`config.mk`:
```
export PLATFORM = sky130hd
export DESIGN_NAME = two_task_message_scheduler
export DESIGN_NICKNAME = d
export VERILOG_FILES = /design/src/design/tms_pkg.sv /design/src/design/tms_ctrl.sv /design/src/design/tms_datapath.sv /design/src/design/two_task_message_scheduler.sv
export SDC_FILE = /design/constraint.sdc
export NUM_CORES = 2
export LEC_CHECK = 0
export BUFFER_PORTS_ARGS = -buffer_cell sky130_fd_sc_hd__buf_2
export CORE_MARGIN = 1
export CORE_UTILIZATION = 56
export DETAILED_ROUTE_END_ITERATION = 8
export GPL_ROUTABILITY_DRIVEN = 1
export PLACE_DENSITY = 0.82
export SLEW_MARGIN = 20
export SYNTH_ARGS = -nofsm -noshare
export SYNTH_HDL_FRONTEND = slang
export SYNTH_SLANG_ARGS = --single-unit
```
`constraint.sdc`:
```
create_clock -name clock -period 5.2 [get_ports clock]
set_input_delay 1.04 -clock clock [delete_from_list [all_inputs] [get_ports clock]]
set_output_delay 1.04 -clock clock [all_outputs]
set_load 0.005 [all_outputs]
```
`src/design/tms_pkg.sv`:
```
// ----------------------------------------------------------------------------
// tms_pkg
// Shared types and codes for the two-task message scheduler: payload
// structs, operation codes, task numbers and the controller state type.
// ----------------------------------------------------------------------------
package tms_pkg;

   localparam int QUEUE_DEPTH_DEFAULT = 64;

   localparam logic [2:0] MODE_POST   = 3'd0;
   localparam logic [2:0] MODE_PEND   = 3'd1;
   localparam logic [2:0] MODE_DELAY  = 3'd2;
   localparam logic [2:0] MODE_TICK   = 3'd3;
   localparam logic [2:0] MODE_RESUME = 3'd4;

   localparam logic TASK_LOGIC = 1'b0;
   localparam logic TASK_MENU  = 1'b1;

   typedef struct packed {
      logic [2:0]  mode;
      logic [31:0] message;
      logic [30:0] delay_ticks;
   } req_type;

   typedef struct packed {
      logic        accepted;
      logic [31:0] message_out;
      logic        blocked;
      logic        switch_request;
      logic        running_task;
   } rsp_type;

   typedef enum logic {
      ST_IDLE,
      ST_EXEC
   } ctl_state_type;

   // controller to datapath
   typedef struct packed {
      logic load_item;
      logic commit;
   } dp_cmd_type;

   // datapath to controller
   typedef struct packed {
      logic out_held;
   } dp_status_type;

endpackage

```
`src/design/tms_ctrl.sv`:
```
// ----------------------------------------------------------------------------
// tms_ctrl
// Controller: takes one word into the datapath, then commits it once the
// result register has room.
// ----------------------------------------------------------------------------
module tms_ctrl (
   input  logic                   clock,
   input  logic                   reset,
   input  logic                   req_valid,
   output logic                   req_stall,
   input  tms_pkg::dp_status_type status,
   output tms_pkg::dp_cmd_type    cmd
);
   import tms_pkg::*;

   ctl_state_type state_ff;
   ctl_state_type state_in;

   always_ff @(posedge clock) begin
      if (reset) begin
         state_ff <= ST_IDLE;
      end else begin
         state_ff <= state_in;
      end
   end

   always_comb begin
      state_in = state_ff;
      case (state_ff)
         ST_IDLE: begin
            if (req_valid) begin
               state_in = ST_EXEC;
            end
         end
         ST_EXEC: begin
            if (!status.out_held) begin
               state_in = ST_IDLE;
            end
         end
         default: state_in = ST_IDLE;
      endcase
   end

   always_comb begin
      req_stall     = 1'b1;
      cmd.load_item = 1'b0;
      cmd.commit    = 1'b0;
      case (state_ff)
         ST_IDLE: begin
            req_stall     = reset;
            cmd.load_item = req_valid && !reset;
         end
         ST_EXEC: begin
            cmd.commit = !status.out_held;
         end
         default: begin
            req_stall = 1'b1;
         end
      endcase
   end

endmodule

```
`src/design/tms_datapath.sv`:
```
// ----------------------------------------------------------------------------
// tms_datapath
// Datapath: message ring, mailbox, delay counter, running task and the
// result register.
// ----------------------------------------------------------------------------
module tms_datapath #(
   parameter int QUEUE_DEPTH = tms_pkg::QUEUE_DEPTH_DEFAULT
) (
   input  logic                   clock,
   input  logic                   reset,
   input  tms_pkg::req_type       req_payload,
   output logic                   rsp_valid,
   input  logic                   rsp_stall,
   output tms_pkg::rsp_type       rsp_payload,
   input  tms_pkg::dp_cmd_type    cmd,
   output tms_pkg::dp_status_type status
);
   import tms_pkg::*;

   localparam int IDX_W = (QUEUE_DEPTH > 1) ? $clog2(QUEUE_DEPTH) : 1;
   localparam int CNT_W = $clog2(QUEUE_DEPTH + 1);
   localparam logic [IDX_W-1:0] LAST_IDX = IDX_W'(QUEUE_DEPTH - 1);
   localparam logic [CNT_W-1:0] FULL_CNT = CNT_W'(QUEUE_DEPTH);

   logic [31:0]      mem_ff [QUEUE_DEPTH];
   logic [31:0]      rd_data_ff;
   logic             wr_en;

   req_type          item_ff;
   logic [IDX_W-1:0] read_index_ff, read_index_in;
   logic [IDX_W-1:0] write_index_ff, write_index_in;
   logic [CNT_W-1:0] fill_count_ff, fill_count_in;
   logic [31:0]      mailbox_ff, mailbox_in;
   logic [30:0]      delay_ff, delay_in;
   logic             task_ff, task_in;
   logic             rsp_valid_ff, rsp_valid_in;
   rsp_type          rsp_ff, rsp_in;

   // The head entry is read every cycle; an item always waits in the item
   // register before its commit, so the read sees the last commit.
   always_ff @(posedge clock) begin
      if (wr_en) begin
         mem_ff[write_index_ff] <= item_ff.message;
      end
      rd_data_ff <= mem_ff[read_index_ff];
   end

   always_ff @(posedge clock) begin
      if (cmd.load_item) begin
         item_ff <= req_payload;
      end
      if (cmd.commit) begin
         rsp_ff <= rsp_in;
      end
   end

   always_ff @(posedge clock) begin
      if (reset) begin
         read_index_ff  <= '0;
         write_index_ff <= '0;
         fill_count_ff  <= '0;
         mailbox_ff     <= '0;
         delay_ff       <= '0;
         task_ff        <= TASK_LOGIC;
         rsp_valid_ff   <= 1'b0;
      end else begin
         read_index_ff  <= read_index_in;
         write_index_ff <= write_index_in;
         fill_count_ff  <= fill_count_in;
         mailbox_ff     <= mailbox_in;
         delay_ff       <= delay_in;
         task_ff        <= task_in;
         rsp_valid_ff   <= rsp_valid_in;
      end
   end

   always_comb begin
      read_index_in  = read_index_ff;
      write_index_in = write_index_ff;
      fill_count_in  = fill_count_ff;
      mailbox_in     = mailbox_ff;
      delay_in       = delay_ff;
      task_in        = task_ff;
      wr_en          = 1'b0;
      rsp_in.accepted       = 1'b1;
      rsp_in.message_out    = '0;
      rsp_in.blocked        = 1'b0;
      rsp_in.switch_request = 1'b0;
      if (cmd.commit) begin
         case (item_ff.mode)
            MODE_POST: begin
               if (task_ff == TASK_MENU && mailbox_ff == '0) begin
                  delay_in   = '0;
                  mailbox_in = item_ff.message;
                  task_in    = TASK_LOGIC;
                  rsp_in.switch_request = 1'b1;
               end else if (fill_count_ff == FULL_CNT) begin
                  rsp_in.accepted = 1'b0;
               end else begin
                  wr_en          = 1'b1;
                  write_index_in = (write_index_ff == LAST_IDX) ? '0
                                 : write_index_ff + IDX_W'(1);
                  fill_count_in  = fill_count_ff + CNT_W'(1);
               end
            end
            MODE_PEND: begin
               if (mailbox_ff != '0) begin
                  rsp_in.message_out = mailbox_ff;
                  mailbox_in         = '0;
               end else if (fill_count_ff != '0) begin
                  rsp_in.message_out = rd_data_ff;
                  read_index_in      = (read_index_ff == LAST_IDX) ? '0
                                     : read_index_ff + IDX_W'(1);
                  fill_count_in      = fill_count_ff - CNT_W'(1);
               end else begin
                  delay_in       = '0;
                  rsp_in.blocked = 1'b1;
                  task_in        = TASK_MENU;
                  rsp_in.switch_request = (task_ff != TASK_MENU);
               end
            end
            MODE_DELAY: begin
               if (item_ff.delay_ticks != '0) begin
                  delay_in = item_ff.delay_ticks;
                  task_in  = TASK_MENU;
                  rsp_in.switch_request = (task_ff != TASK_MENU);
               end
            end
            MODE_TICK: begin
               if (delay_ff != '0) begin
                  delay_in = delay_ff - 31'd1;
                  // wake the logic task on the last tick
                  if (delay_ff == 31'd1) begin
                     task_in = TASK_LOGIC;
                     rsp_in.switch_request = (task_ff != TASK_LOGIC);
                  end
               end
            end
            MODE_RESUME: begin
               rsp_in.message_out = mailbox_ff;
               mailbox_in         = '0;
            end
            default: begin
            end
         endcase
      end
      rsp_in.running_task = task_in;
   end

   always_comb begin
      rsp_valid_in = rsp_valid_ff;
      if (cmd.commit) begin
         rsp_valid_in = 1'b1;
      end else if (!rsp_stall) begin
         rsp_valid_in = 1'b0;
      end
   end

   assign status.out_held = rsp_valid_ff && rsp_stall;
   assign rsp_valid       = rsp_valid_ff;
   assign rsp_payload     = rsp_ff;

endmodule

```
`src/design/two_task_message_scheduler.sv`:
```
// ----------------------------------------------------------------------------
// two_task_message_scheduler
// Kernel-assist block for a logic task and a menu task: message ring,
// mailbox, delay countdown and running task, one operation per word.
// ----------------------------------------------------------------------------
//   channel   ports                              direction
//   request   req_valid, req_stall, req_payload  in  (mode, message, ticks)
//   response  rsp_valid, rsp_stall, rsp_payload  out (one word per request)
//
// Each request waits in the item register while the ring's head entry is
// read from memory, then commits. A new request is taken only once the
// previous one has committed, so a held response delays the next request.
// A held response stalls the commit, not the request capture.
// Reset is synchronous and needs no clearing pass; the ring is not cleared.
module two_task_message_scheduler #(
   parameter int QUEUE_DEPTH = tms_pkg::QUEUE_DEPTH_DEFAULT
) (
   input  logic             clock,
   input  logic             reset,
   input  logic             req_valid,
   output logic             req_stall,
   input  tms_pkg::req_type req_payload,
   output logic             rsp_valid,
   input  logic             rsp_stall,
   output tms_pkg::rsp_type rsp_payload
);
   import tms_pkg::*;

   dp_cmd_type    cmd;
   dp_status_type status;

   tms_ctrl u_ctrl (
      .clock     (clock),
      .reset     (reset),
      .req_valid (req_valid),
      .req_stall (req_stall),
      .status    (status),
      .cmd       (cmd)
   );

   tms_datapath #(
      .QUEUE_DEPTH (QUEUE_DEPTH)
   ) u_datapath (
      .clock       (clock),
      .reset       (reset),
      .req_payload (req_payload),
      .rsp_valid   (rsp_valid),
      .rsp_stall   (rsp_stall),
      .rsp_payload (rsp_payload),
      .cmd         (cmd),
      .status      (status)
   );

endmodule

```
==> metrics.txt <==
CORE AREA=0.152 mm2; initial antenna violation count=22; Synth Area in Simple Gates=0.0190; max-cap viol count=0; total congestion overflow=0; reg-to-reg startpoint=u_datapath.item_ff[64]; critical path's largest stage delay=1.06 ns; Leak=29.8 nW; Die Area=0.155 mm2; final WL=236000 um; Max Root-Sink Buffers=3; DRC viols=0; total power=36.0 mW; Finish-stage setup viols=0; crit-path most repeated cell=nand2_1; Worst Hold Class=in2reg; main combinational cell family by area after synthesis=multiplexers; Mapped Area=0.0861 mm2; Post-Synthesis Cells=3748; Setup TNS=0 ns; synth warn=0; Tmin final=4.34 ns; clock-pin slew on the worst setup and hold paths=0.07 ns; period utilization=0.835; effective utilization at floorplan=0.566; CTS sink count=2267; Placer Congestion=0.873; max-slew violation count=0; H-tree levels=4; post-route ant nets=0; cts bufs inserted=208; Netlist cell types=73; share of post-route cells with drive strength above 1=0.322; Nets=4110; Max Freq=230 MHz; overall routing resource usage=0.305; status=complete, no violations; mux share of post-synthesis cell area=0.168; dpl ws=0.712 ns; critical path class=reg2reg; Min-Delay Startpoint=req_payload[39]; crit-path max FO=32; Area Growth Syn to Fin=13.2%; Critical path buffers and inverters=0; # port buffers=107; Syn Nets=3828; first-pass GRT wire length=333000 um; crit-path cells=nor3_1 > nand2_1 > a211o_1 > nor2_1 > nand2_1 > nor2_4; Clock Skews=0.0298 ns; CP arrival=4.80 ns; syn avg cell area=23.0 um2; CP delay by family, top=simple AND/OR/NAND/NOR gates; Hold Buf Count CTS=0; CP endpoint kind=flip-flop; most frequent cells in the layout=edfxtp_1, mux4_2, clkbuf_16, buf_4, dfxtp_1; Seq/Total Area, Yosys=0.777; DIE WIDTH=394 um; Slew Limit Headroom=0.157; Adder-Cell Fraction of Synth Area=0.00154; Via density=7.14; number of synthesized flops with an enable pin=2150; routed len/inst=37.8 um; 1st-iter DRT viols=7796; DP Area=0.0906 mm2; total number of vias=44500; die extent in y=394 um; post-cts repair resize count=0; Finished Layout Cells=6240; RSZ-0062 raised after global routing=no; clk_lat worst skew=0.86 ns; design area=0.0975 mm2; clock root cell=clkbuf_16; maximum vdd drop=0.367 mV; vias in the first global route=44600; Critical-path top delay cell=nor2_4; CTS tree=built; post-CTS setup buffer count=0; Critical Path RT=5.66 ns; crit start category=flip-flop; Worst Tran Pin Value=1.27 ns; Async SR Flop Fraction=0; commonest non-fill, non-tap cell in the layout=edfxtp_1; Ports=108; dpl cells=5848; setup ws final=0.857 ns; Yosys reg bits=2267; Compound-Gate Fraction of Synth Area=0.0228; Power Density=370 mW/mm2; final HPWL from detailed placement=119000 um; row count=143; top_reg_cell synth=edfxtp_1; Reg2Reg Setup Slack=0.86 ns; crit path from=u_datapath.item_ff[64]; pin count of the biggest net entering global routing=79; XOR/XNOR Fraction of Synth Area=0.00163; Hold Vio Cnt, Final=0; DRT Pass-1 Iters=6
-- power breakdown --
group	switching (mW)	total [mW]	leakage, nW	internal (mW)
Sequential	0.0384	20.0	20.3	19.9
Clock	7.03	15.5	3.37	8.52
Combinational	0.412	0.523	6.07	0.111
-- registers in the layout, summed over array words and instances (netlist names), 6 cells and up --
register / cells
u_datapath.mem_ff: 2048
u_datapath.item_ff: 66
u_datapath.rsp_payload: 36
u_datapath.read_index_ff: 6
u_datapath.mailbox_ff: 32
u_datapath.rd_data_ff: 32
u_datapath.fill_count_ff: 7
u_datapath.write_index_ff: 6
u_datapath.delay_ff: 31
-- Yosys cell counts (all sizes together), types with 2 or more instances --
library cell / instances / area, um2
edfxtp: 2150 / 64600
mux4: 640 / 14400
clkbuf: 133 / 499
nor2: 121 / 454
dfxtp: 117 / 2340
nand2: 76 / 285
buf: 73 / 307
a22oi: 66 / 495
a22o: 65 / 569
o21ai: 33 / 180
a21oi: 32 / 168
nor4: 29 / 209
nor3: 26 / 160
nand3: 17 / 97.6
inv: 15 / 56.3
or3: 14 / 103
a211oi: 11 / 87.6
o31ai: 10 / 95.1
xor2: 10 / 87.6
ha: 9 / 113
mux2i: 8 / 80.1
a221oi: 7 / 61.3
a21o: 6 / 45.0
nand2b: 6 / 37.5
nand4: 6 / 37.5
nor2b: 6 / 37.5
xnor2: 6 / 52.6
o311ai: 5 / 43.8
nand3b: 4 / 30.0
or4: 4 / 33.8
a32o: 3 / 30.0
and2: 3 / 18.8
or3b: 3 / 26.3
a31o: 2 / 17.5
a31oi: 2 / 12.5
and3: 2 / 12.5
nand4b: 2 / 17.5
nor3b: 2 / 20.0
nor4b: 2 / 23.8
o21bai: 2 / 15.0
o32ai: 2 / 32.5
or2: 2 / 12.5
-- layer usage --
metal	part of all wire	global-route usage
met3	0.13	0.0762
met2	0.49	0.493
met1	0.33	0.391
met5	0.00072	0
met4	0.058	0.150
-- stage by stage --
| step | hold WS (ns) | util |
|---|---|---|
| 6_report | 0.359 | 0.640 |
| 5_1_grt | 0.332 | 0.640 |
| 4_1_cts | 0.309 | 0.640 |
| 3_5_place_dp | 0.478 | 0.595 |
| 3_3_place_gp | 0.468 | 0.595 |
| 2_1_floorplan | 0.453 | - |
-- layout make-up --
type	count	area [um2]
repair buffers	278	2240
clock inverters	139	1370
multi-input cells	1260	18900
inverters	15	56.3
diodes	4	10.0
well taps	2030	2540
fillers	8952	54700
flip-flops and latches	2267	66900
clock buffers	247	5470
-- worst paths after layout --
check                           cells past startpoint                         to
worst max register to register                      6  u_datapath.mem_ff[23][14]
worst min register to register                      2     u_datapath.delay_ff[6]
worst min-delay path                                1     u_datapath.item_ff[39]
worst max-delay path                                6  u_datapath.mem_ff[23][14]
-- cells by family after synthesis --
family          Yosys count
compound gates          258
fa+ha+maj                10
flops                  2267
simple gates            327
mux                     649
xor+xnor                 16
buf+inv                 221
Note: power is estimated with default switching activity, not from simulation.
